`config.mk`:
```
export PLATFORM = sky130hd
export DESIGN_NAME = form_field_url_decoder
export DESIGN_NICKNAME = d
export VERILOG_FILES = /design/src/rtl/core/ffud_pkg.sv /design/src/rtl/core/form_field_url_decoder.sv /design/src/rtl/core/ffud_field.sv /design/src/rtl/core/ffud_out.sv
export SDC_FILE = /design/constraint.sdc
export NUM_CORES = 1
export LEC_CHECK = 0
export BUFFER_PORTS_ARGS = -buffer_cell sky130_fd_sc_hd__buf_4
export CORE_MARGIN = 3
export CORE_UTILIZATION = 57
export CTS_CLUSTER_DIAMETER = 60
export DETAILED_ROUTE_END_ITERATION = 12
export GPL_ROUTABILITY_DRIVEN = 0
export GPL_TIMING_DRIVEN = 0
export PLACE_DENSITY_LB_ADDON = 0.15
export SLEW_MARGIN = 20
export SYNTH_ARGS = -nofsm -noshare
export SYNTH_HDL_FRONTEND = slang
export SYNTH_SLANG_ARGS = --single-unit
```
`constraint.sdc`:
```
create_clock -name clock -period 4.3 [get_ports clock]
set_input_delay 0.86 -clock clock [delete_from_list [all_inputs] [get_ports clock]]
set_output_delay 0.86 -clock clock [all_outputs]
set_load 0.005 [all_outputs]
```
`src/rtl/core/ffud_pkg.sv`:
```
package ffud_pkg;

   localparam int SSID_SIZE_DEF = 32;
   localparam int PASS_SIZE_DEF = 64;

   localparam int KEY_BYTES = 9;
   localparam int KEY_SSID_LEN = 5;
   localparam int KEY_PASS_LEN = 9;

   // keys, first character in the lowest byte
   localparam logic [8*KEY_BYTES-1:0] KEY_SSID = {8'h00, 8'h00, 8'h00, 8'h00,
                                                 "=", "d", "i", "s", "s"};
   localparam logic [8*KEY_BYTES-1:0] KEY_PASS = {"=", "d", "r", "o", "w",
                                                 "s", "s", "a", "p"};

   localparam logic [7:0] CHAR_PCT = 8'h25;
   localparam logic [7:0] CHAR_PLUS = 8'h2B;
   localparam logic [7:0] CHAR_AMP = 8'h26;
   localparam logic [7:0] CHAR_SPACE = 8'h20;
   localparam logic [7:0] CHAR_NUL = 8'h00;

   localparam int NUM_SLOTS = 5;

   typedef enum logic [1:0] {
      TAG_SSID = 2'd0,
      TAG_PASS = 2'd1,
      TAG_END  = 2'd2
   } tag_type;

   typedef struct packed {
      tag_type    tag;
      logic [7:0] data;
      logic       present;
   } res_type;

   typedef struct packed {
      logic [1:0] valid;
      logic [7:0] data0;
      logic [7:0] data1;
      logic       first_nz;
   } fld_res_type;

   function automatic logic [4:0] hex_digit(input logic [7:0] c);
      logic [4:0] r;
      r = 5'd0;
      if (c >= "0" && c <= "9") begin
         r = {1'b1, 4'(c - "0")};
      end else if (c >= "a" && c <= "f") begin
         r = {1'b1, 4'(c - "a" + 8'd10)};
      end else if (c >= "A" && c <= "F") begin
         r = {1'b1, 4'(c - "A" + 8'd10)};
      end
      return r;
   endfunction

   function automatic logic [7:0] hex_val(input logic [7:0] c1, input logic [7:0] c2);
      logic [4:0] h1;
      logic [4:0] h2;
      logic [7:0] r;
      h1 = hex_digit(c1);
      h2 = hex_digit(c2);
      r = 8'd0;
      if (h1[4]) begin
         r = h2[4] ? {h1[3:0], h2[3:0]} : {4'd0, h1[3:0]};
      end
      return r;
   endfunction

   function automatic logic [7:0] plain_char(input logic [7:0] c);
      return (c == CHAR_PLUS) ? CHAR_SPACE : c;
   endfunction

   // matched key length after byte c, with fallback along the key's borders
   function automatic logic [3:0] key_next(input logic [8*KEY_BYTES-1:0] key,
                                           input logic [3:0] p,
                                           input logic [7:0] c);
      logic [3:0] r;
      logic       ok;
      int         idx;
      r = 4'd0;
      for (int k = 1; k < KEY_BYTES; k++) begin
         if (k <= int'(p) && key[8*(k-1) +: 8] == c) begin
            ok = 1'b1;
            for (int j = 0; j < KEY_BYTES - 2; j++) begin
               if (j < k - 1) begin
                  idx = int'(p) - k + 1 + j;
                  if (key[8*idx +: 8] != key[8*j +: 8]) begin
                     ok = 1'b0;
                  end
               end
            end
            if (ok) begin
               r = 4'(k);
            end
         end
      end
      if (key[8*p +: 8] == c) begin
         r = p + 4'd1;
      end
      return r;
   endfunction

endpackage

```
`src/rtl/core/form_field_url_decoder.sv`:
```
// Form field extractor: takes a url-encoded form body one byte per transaction
// (req_tlast on the final byte) and returns the percent-decoded bytes of the
// first ssid= and password= values, tagged in rsp_tuser (0 ssid, 1 password),
// then one summary transaction (tag 2) on the last body byte whose ssid_present
// bit tells whether the first ssid byte is nonzero. The results of one body
// byte come out in order ssid, password, summary, with rsp_tlast on the final
// one. Its results drain from a five-entry result buffer one per cycle while
// rsp_tready is high, so a byte that yields at most one result allows one byte
// per cycle while the output is not stalled, and the next body byte is taken
// only once the buffer is empty or its last result is being taken.
module form_field_url_decoder #(
   parameter int SSID_SIZE = ffud_pkg::SSID_SIZE_DEF,
   parameter int PASS_SIZE = ffud_pkg::PASS_SIZE_DEF
) (
   input  logic        clock,
   input  logic        reset,
   input  logic        req_tvalid,
   output logic        req_tready,
   input  logic [7:0]  req_tdata,   // [7:0] body_byte
   input  logic        req_tlast,   // body_last
   output logic        rsp_tvalid,
   input  logic        rsp_tready,
   output logic [15:0] rsp_tdata,   // [7:0] decoded_byte, [8] ssid_present
   output logic [1:0]  rsp_tuser,   // [1:0] field_tag
   output logic        rsp_tlast    // run_last
);
   import ffud_pkg::*;

   logic        accept;
   logic        free;
   fld_res_type ssid_res;
   fld_res_type pass_res;
   logic        nonempty_ff;
   logic [4:0]  load_valid;
   res_type     load_res [5];

   assign req_tready = free;
   assign accept = req_tvalid && free;

   ffud_field #(
      .KEY     (KEY_SSID),
      .KEY_LEN (KEY_SSID_LEN),
      .MAX     (SSID_SIZE)
   ) u_ssid (
      .clock     (clock),
      .reset     (reset),
      .step      (accept),
      .body_byte (req_tdata),
      .body_last (req_tlast),
      .res       (ssid_res)
   );

   ffud_field #(
      .KEY     (KEY_PASS),
      .KEY_LEN (KEY_PASS_LEN),
      .MAX     (PASS_SIZE)
   ) u_pass (
      .clock     (clock),
      .reset     (reset),
      .step      (accept),
      .body_byte (req_tdata),
      .body_last (req_tlast),
      .res       (pass_res)
   );

   assign load_valid = {req_tlast, pass_res.valid, ssid_res.valid};
   assign load_res[0] = '{tag: TAG_SSID, data: ssid_res.data0, present: 1'b0};
   assign load_res[1] = '{tag: TAG_SSID, data: ssid_res.data1, present: 1'b0};
   assign load_res[2] = '{tag: TAG_PASS, data: pass_res.data0, present: 1'b0};
   assign load_res[3] = '{tag: TAG_PASS, data: pass_res.data1, present: 1'b0};
   assign load_res[4] = '{tag: TAG_END, data: CHAR_NUL,
                          present: nonempty_ff || ssid_res.first_nz};

   always_ff @(posedge clock) begin
      if (reset || (accept && req_tlast)) begin
         nonempty_ff <= 1'b0;
      end else if (accept && ssid_res.first_nz) begin
         nonempty_ff <= 1'b1;
      end
   end

   ffud_out u_out (
      .clock      (clock),
      .reset      (reset),
      .load       (accept),
      .load_valid (load_valid),
      .load_res   (load_res),
      .free       (free),
      .rsp_tvalid (rsp_tvalid),
      .rsp_tready (rsp_tready),
      .rsp_tdata  (rsp_tdata),
      .rsp_tuser  (rsp_tuser),
      .rsp_tlast  (rsp_tlast)
   );

endmodule

```
`src/rtl/core/ffud_field.sv`:
```
module ffud_field #(
   parameter logic [71:0] KEY     = 72'd0,
   parameter int          KEY_LEN = 5,
   parameter int          MAX     = 32
) (
   input  logic                 clock,
   input  logic                 reset,
   input  logic                 step,
   input  logic [7:0]           body_byte,
   input  logic                 body_last,
   output ffud_pkg::fld_res_type res
);
   import ffud_pkg::*;

   localparam int CAP = MAX - 1;
   localparam int RAW_CAP = 3 * MAX - 1;
   localparam int PW = $clog2(KEY_LEN);
   localparam int OW = $clog2(MAX);
   localparam int RW = $clog2(3 * MAX);

   typedef enum logic [1:0] {
      PH_SEARCH = 2'd0,
      PH_VALUE  = 2'd1,
      PH_DONE   = 2'd2
   } phase_type;

   typedef enum logic [1:0] {
      PEND_NONE = 2'd0,
      PEND_PCT  = 2'd1,
      PEND_BYTE = 2'd2
   } pend_type;

   phase_type   phase_ff, phase_in;
   pend_type    pcnt_ff, pcnt_in;
   logic [7:0]  held_ff, held_in;
   logic [PW-1:0] prog_ff, prog_in;
   logic [RW-1:0] raw_ff, raw_in;
   logic [OW-1:0] oc_ff, oc_in;
   logic [1:0]  ncand;
   logic [7:0]  c0;
   logic [7:0]  c1;
   logic [3:0]  nxt;
   logic        endnow;
   logic        v0;
   logic        v1;

   assign endnow = (raw_ff == RW'(RAW_CAP - 1)) || body_last;

   always_comb begin
      phase_in = phase_ff;
      pcnt_in = pcnt_ff;
      held_in = held_ff;
      prog_in = prog_ff;
      raw_in = raw_ff;
      ncand = 2'd0;
      c0 = CHAR_NUL;
      c1 = CHAR_NUL;
      nxt = 4'd0;
      unique case (phase_ff)
         PH_SEARCH: begin
            if (body_byte == CHAR_NUL) begin
               phase_in = PH_DONE;
            end else begin
               nxt = key_next(KEY, 4'(prog_ff), body_byte);
               if (nxt == 4'(KEY_LEN)) begin
                  prog_in = '0;
                  phase_in = PH_VALUE;
               end else begin
                  prog_in = PW'(nxt);
               end
            end
         end
         PH_VALUE: begin
            if (body_byte == CHAR_AMP || body_byte == CHAR_NUL) begin
               if (pcnt_ff == PEND_PCT) begin
                  ncand = 2'd1;
                  c0 = CHAR_PCT;
               end else if (pcnt_ff == PEND_BYTE) begin
                  ncand = 2'd2;
                  c0 = CHAR_PCT;
                  c1 = plain_char(held_ff);
               end
               pcnt_in = PEND_NONE;
               phase_in = PH_DONE;
            end else begin
               raw_in = raw_ff + RW'(1);
               case (pcnt_ff)
                  PEND_PCT: begin
                     pcnt_in = PEND_BYTE;
                     held_in = body_byte;
                     if (endnow) begin
                        ncand = 2'd2;
                        c0 = CHAR_PCT;
                        c1 = plain_char(body_byte);
                     end
                  end
                  PEND_BYTE: begin
                     ncand = 2'd1;
                     c0 = hex_val(held_ff, body_byte);
                     pcnt_in = PEND_NONE;
                  end
                  default: begin
                     if (body_byte == CHAR_PCT) begin
                        pcnt_in = PEND_PCT;
                        if (endnow) begin
                           ncand = 2'd1;
                           c0 = CHAR_PCT;
                        end
                     end else begin
                        ncand = 2'd1;
                        c0 = plain_char(body_byte);
                     end
                  end
               endcase
               if (endnow) begin
                  phase_in = PH_DONE;
                  pcnt_in = PEND_NONE;
               end
            end
         end
         default: ;
      endcase
   end

   // drop decoded bytes past the output cap
   assign v0 = (ncand != 2'd0) && (oc_ff != OW'(CAP));
   assign v1 = (ncand == 2'd2) && v0 && (oc_ff != OW'(CAP - 1));
   assign oc_in = oc_ff + OW'(v0) + OW'(v1);

   assign res.valid = {v1, v0};
   assign res.data0 = c0;
   assign res.data1 = c1;
   assign res.first_nz = v0 && (oc_ff == '0) && (c0 != CHAR_NUL);

   always_ff @(posedge clock) begin
      if (reset || (step && body_last)) begin
         phase_ff <= PH_SEARCH;
         pcnt_ff <= PEND_NONE;
         prog_ff <= '0;
         raw_ff <= '0;
         oc_ff <= '0;
      end else if (step) begin
         phase_ff <= phase_in;
         pcnt_ff <= pcnt_in;
         prog_ff <= prog_in;
         raw_ff <= raw_in;
         oc_ff <= oc_in;
      end
      if (step) begin
         held_ff <= held_in;
      end
   end

endmodule

```
`src/rtl/core/ffud_out.sv`:
```
module ffud_out (
   input  logic                clock,
   input  logic                reset,
   input  logic                load,
   input  logic [4:0]          load_valid,
   input  ffud_pkg::res_type   load_res [5],
   output logic                free,
   output logic                rsp_tvalid,
   input  logic                rsp_tready,
   output logic [15:0]         rsp_tdata,   // [7:0] decoded_byte, [8] ssid_present
   output logic [1:0]          rsp_tuser,   // [1:0] field_tag
   output logic                rsp_tlast    // run_last
);
   import ffud_pkg::*;

   logic [NUM_SLOTS-1:0] valid_ff, valid_in;
   res_type              slot_ff [NUM_SLOTS];
   logic [NUM_SLOTS-1:0] head;
   res_type              cur;
   logic                 taken;
   logic                 single;

   always_comb begin
      head = '0;
      cur = slot_ff[0];
      for (int i = NUM_SLOTS - 1; i >= 0; i--) begin
         if (valid_ff[i]) begin
            head = NUM_SLOTS'(1) << i;
            cur = slot_ff[i];
         end
      end
   end

   assign single = ($countones(valid_ff) == 1);
   assign taken = rsp_tvalid && rsp_tready;
   assign free = (valid_ff == '0) || (single && rsp_tready);

   always_comb begin
      if (load) begin
         valid_in = load_valid;
      end else if (taken) begin
         valid_in = valid_ff & ~head;
      end else begin
         valid_in = valid_ff;
      end
   end

   assign rsp_tvalid = (valid_ff != '0);
   assign rsp_tdata = {7'd0, cur.present, cur.data};
   assign rsp_tuser = cur.tag;
   assign rsp_tlast = single;

   always_ff @(posedge clock) begin
      if (reset) begin
         valid_ff <= '0;
      end else begin
         valid_ff <= valid_in;
      end
      if (load) begin
         for (int i = 0; i < NUM_SLOTS; i++) begin
            slot_ff[i] <= load_res[i];
         end
      end
   end

endmodule

```
==> flow_summary.toml <==
[floorplan]
number_of_placement_rows = 43
effective_utilization_at_floorplan_pct = 59.0
height_of_the_die_um = 127
core_um2 = 14100
dieArea_um2 = 16100
die_span_in_x_um = 127
floorplan.io_pins = 34

[sta]
timing.final.setup_violations = 0
clock_skew_ns = 0.00937
final_max_slew_viol_count = 0
worst_slew_pin_slew_ns = 0.686
grt_setup_unrepaired = "no"
slew-limit-headroom_pct = 53.7
max_clock_freq_mhz = 249
timing.final.hold_violations = 0
setup-tns-final_ns = 0
portion_of_the_clock_cycle_consumed_by_the_worst_path_in_the_final_layout_pct = 93.5
final_period_minus_worst_setup_slack_ns = 4.02

[yosys]
yosys.cell_types.count = 85
post_synthesis_instance_total = 1009
total_number_of_yosys_warnings = 0
yosys_register_bits = 96
synth_edf_count = 49
synthFlopType = "sky130_fd_sc_hd__edfxtp_1"
ys_seq_area_share_pct = 29.0
syn-mean-instance-area_um2 = 8.24
netlist_area_um2 = 8310
synth-async-reset-ratio_pct = 0

[drt]
routed_via_density = 6.29
detail_route.first_pass.iterations = 6
met3_length_um = 1420
m1WireLength_um = 9710
ant_nets = 0
highest-signal-layer = "met4"
route.detailed.drc = 0
avgRoutedWirePerCell_um = 18.0
detailedRoute.firstIterationViolations = 816
dr_total_vias = 7788
totalWireLength_um = 22300
met2_length_um = 10200

[setup_path]
worst_ep_required_time_ns = 4.57
worst-r2r-setup-slack_ns = 0.28
cp_max_fo = 10
cp-start-kind = "flip-flop"
crit-reg2reg-capture = "u_pass.prog_ff[1]$_SDFFE_PP0P_"
arrival_ns = 4.29
cp-end-kind = "flip-flop"
timing.reg2reg.worst_path_depth = 14
worstReg2RegStart = "u_pass.prog_ff[0]$_SDFFE_PP0P_"
timing.setup.critical_path_class = "flip-flop to flip-flop"

[status]
outcome = "completed"

[clock_tree]
clock_latency_ns = 0.36
cts_sinks = 96
number_of_buffers_created_by_cts = 9
htree_num_levels = 3
cts_tree = "yes"
cts_hold_repair.buffers = 0
clkTransAtPathRegs_ns = 0.07
clockBufferDepth = 2
library_cell_used_as_clock_root_buffer = "sky130_fd_sc_hd__clkbuf_16"

[layout]
layout.cells.most_common = "sky130_fd_sc_hd__nor2_1"
drive_above_1_share_pct = 10.1
fin_area_um2 = 9150
mostFrequentLayoutCells = "128 x sky130_fd_sc_hd__nor2_1, 89 x sky130_fd_sc_hd__ha_1, 78 x sky130_fd_sc_hd__nand2_1, 77 x sky130_fd_sc_hd__a21oi_1, 60 x sky130_fd_sc_hd__inv_1"
final_net_count = 1161
finalCoreUtilization_pct = 64.9
synthToLayoutAreaGrowth_pct = 10.1
num_antenna_cells = 0

[power]
power-per-cell-area_nw_per_um2 = 227
worst_ir_drop_vdd_v = 0.000183
overall_power_after_layout_mw = 2.08
leakagePower_nw = 3.40

[min_path]
min-delay-start = "u_ssid.raw_ff[6]$_SDFFE_PP0P_"
holdCritPathClass = "flip-flop to flip-flop"
hold-path-cell-count = 2
holdPathEnd = "u_ssid.raw_ff[6]$_SDFFE_PP0P_"

[placed_design]
place.detailed.hpwl_um = 16700
placement.cell_area_um2 = 8760
port_buffers = 26

[grt]
grt_pass1_wl_um = 36400
number_of_global_route_vias_before_repair = 7176
grt_overflow_total = 0
grtUsageTotal_pct = 27.6
initial_antenna_violation_count = 0
grt_start_max_net_pins = 43

[run]
max_cap_viol_count = 0
==> power breakdown <==
group          internal [mW]  total, mW  switching [mW]
Combinational          0.110      0.301           0.191
Clock                  0.403      0.776           0.373
Sequential             0.990       1.00          0.0138
==> worst max-delay path by stage <==
stage,depth (start not counted),from,end,slack (ns)
2_1_floorplan,13,u_out.valid_ff[1]$_SDFFE_PP0P_,u_out.slot_ff[0][12]$_SDFFCE_PN0P_,0.27
3_3_place_gp,14,u_out.valid_ff[2]$_SDFFE_PP0P_,u_out.valid_ff[3]$_SDFFE_PP0P_,-0.71
3_5_place_dp,14,u_out.valid_ff[2]$_SDFFE_PP0P_,u_out.valid_ff[3]$_SDFFE_PP0P_,-0.84
4_1_cts,17,req_tdata[1],u_pass.oc_ff[4]$_SDFFE_PP0P_,0.05
5_1_grt,15,u_ssid.prog_ff[1]$_SDFFE_PP0P_,u_ssid.phase_ff[0]$_SDFFE_PP0P_,0.004
6_report,14,u_pass.prog_ff[0]$_SDFFE_PP0P_,u_pass.prog_ff[1]$_SDFFE_PP0P_,0.28
==> cell families after synthesis <==
group                    synth area share, %
AND/OR/NAND/NOR                         23.4
AO/OA/AOI/OAI                           20.4
buffers and inverters                   6.10
flip-flops                              29.0
adder cells (fa/ha/maj)                 14.8
XOR/XNOR                                5.43
multiplexers                           0.798
other                                 0.0451
==> through the flow <==
step	hold slack [ns]	setup WS, ns	cells
final	0.492	0.281	1238
after global routing	0.524	0.00431	1238
after CTS	0.498	0.0454	1237
after detailed placement	0.488	-0.837	1221
after global placement	0.481	-0.705	1221
after floorplan	0.459	0.270	1015
==> registers in the layout, summed over array words and instances (netlist names) <==
| register | flops |
|---|---|
| u_pass.phase_ff | 2 |
| u_ssid.phase_ff | 2 |
| nonempty_ff | 1 |
| u_pass.oc_ff | 6 |
| u_ssid.prog_ff | 3 |
| u_out.slot_ff | 33 |
| u_ssid.oc_ff | 5 |
| u_ssid.raw_ff | 7 |
| u_pass.prog_ff | 4 |
| u_ssid.pcnt_ff | 2 |
| u_pass.pcnt_ff | 2 |
| u_pass.held_ff | 8 |
| u_pass.raw_ff | 8 |
| u_ssid.held_ff | 8 |
| u_out.valid_ff | 5 |
==> routing by layer <==
| metal | vias to the layer above | GRT usage (%) |
|---|---|---|
| met5 | - | 0 |
| met4 | 0 | 12.5 |
| met3 | 74 | 2.95 |
| met2 | 330 | 44.9 |
| met1 | 3646 | 37.2 |
| li1 | 3738 | - |
==> final cells by class <==
type | instances | area, um2
Inverter | 65 | 250
Sequential cell | 96 | 2410
Multi-Input combinational cell | 797 | 5480
Fill cell | 1248 | 4940
Tap cell | 180 | 225
Buffer | 55 | 277
Timing Repair Buffer | 29 | 218
Clock buffer | 9 | 225
Clock inverter | 7 | 63.8
==> synth_stat cells, drive strengths merged (4+ instances only) <==
library cell | n | area, um2
o21ai | 50 | 250
nor2b | 11 | 68.8
clkbuf | 34 | 128
ha | 90 | 1130
a2111oi | 6 | 52.6
nand3 | 28 | 145
edfxtp | 49 | 1470
or4 | 4 | 30.0
nand2b | 15 | 93.8
fa | 5 | 100
inv | 63 | 236
nor4 | 16 | 113
o22ai | 6 | 37.5
and4 | 4 | 35.0
a32oi | 7 | 68.8
nor2 | 130 | 493
nand4 | 18 | 113
a211oi | 12 | 95.1
a221o | 8 | 80.1
xnor2 | 25 | 219
and2 | 9 | 56.3
dfxtp | 47 | 941
nand3b | 6 | 45.0
a31oi | 11 | 68.8
o31ai | 10 | 80.1
or3 | 7 | 43.8
nor4b | 7 | 76.3
a21oi | 77 | 385
mux2i | 4 | 40.0
nor3b | 4 | 35.0
a22oi | 22 | 165
nand4b | 5 | 43.8
nor3 | 20 | 100
buf | 23 | 135
xor2 | 24 | 210
and3 | 8 | 50.1
a21o | 5 | 37.5
o211ai | 7 | 52.6
nand2 | 79 | 297
==> worst max-delay path, cell delays in order, from the launching register on <==
cell	delay (ns)
sky130_fd_sc_hd__dfxtp_1	0.40
sky130_fd_sc_hd__buf_2	0.28
sky130_fd_sc_hd__inv_1	0.23
sky130_fd_sc_hd__ha_1	0.49
sky130_fd_sc_hd__ha_1	0.31
sky130_fd_sc_hd__mux2i_1	0.12
sky130_fd_sc_hd__xnor2_1	0.36
sky130_fd_sc_hd__ha_1	0.31
sky130_fd_sc_hd__nor4b_1	0.29
sky130_fd_sc_hd__nand4_1	0.19
sky130_fd_sc_hd__nor4_4	0.44
sky130_fd_sc_hd__a41oi_1	0.08
sky130_fd_sc_hd__o211ai_1	0.12
sky130_fd_sc_hd__a21oi_1	0.09
sky130_fd_sc_hd__a211oi_1	0.21
==> timing repair <==
| item | in CTS | in global routing |
|---|---|---|
| cloned | 0 | 0 |
| setup buffers | 0 | 3 |
| gates resized for setup | 12 | 23 |
| pin swaps | 0 | 1 |
| endpoints found under the setup margin | 89 | 73 |
Power figures use the tool's default switching activity.
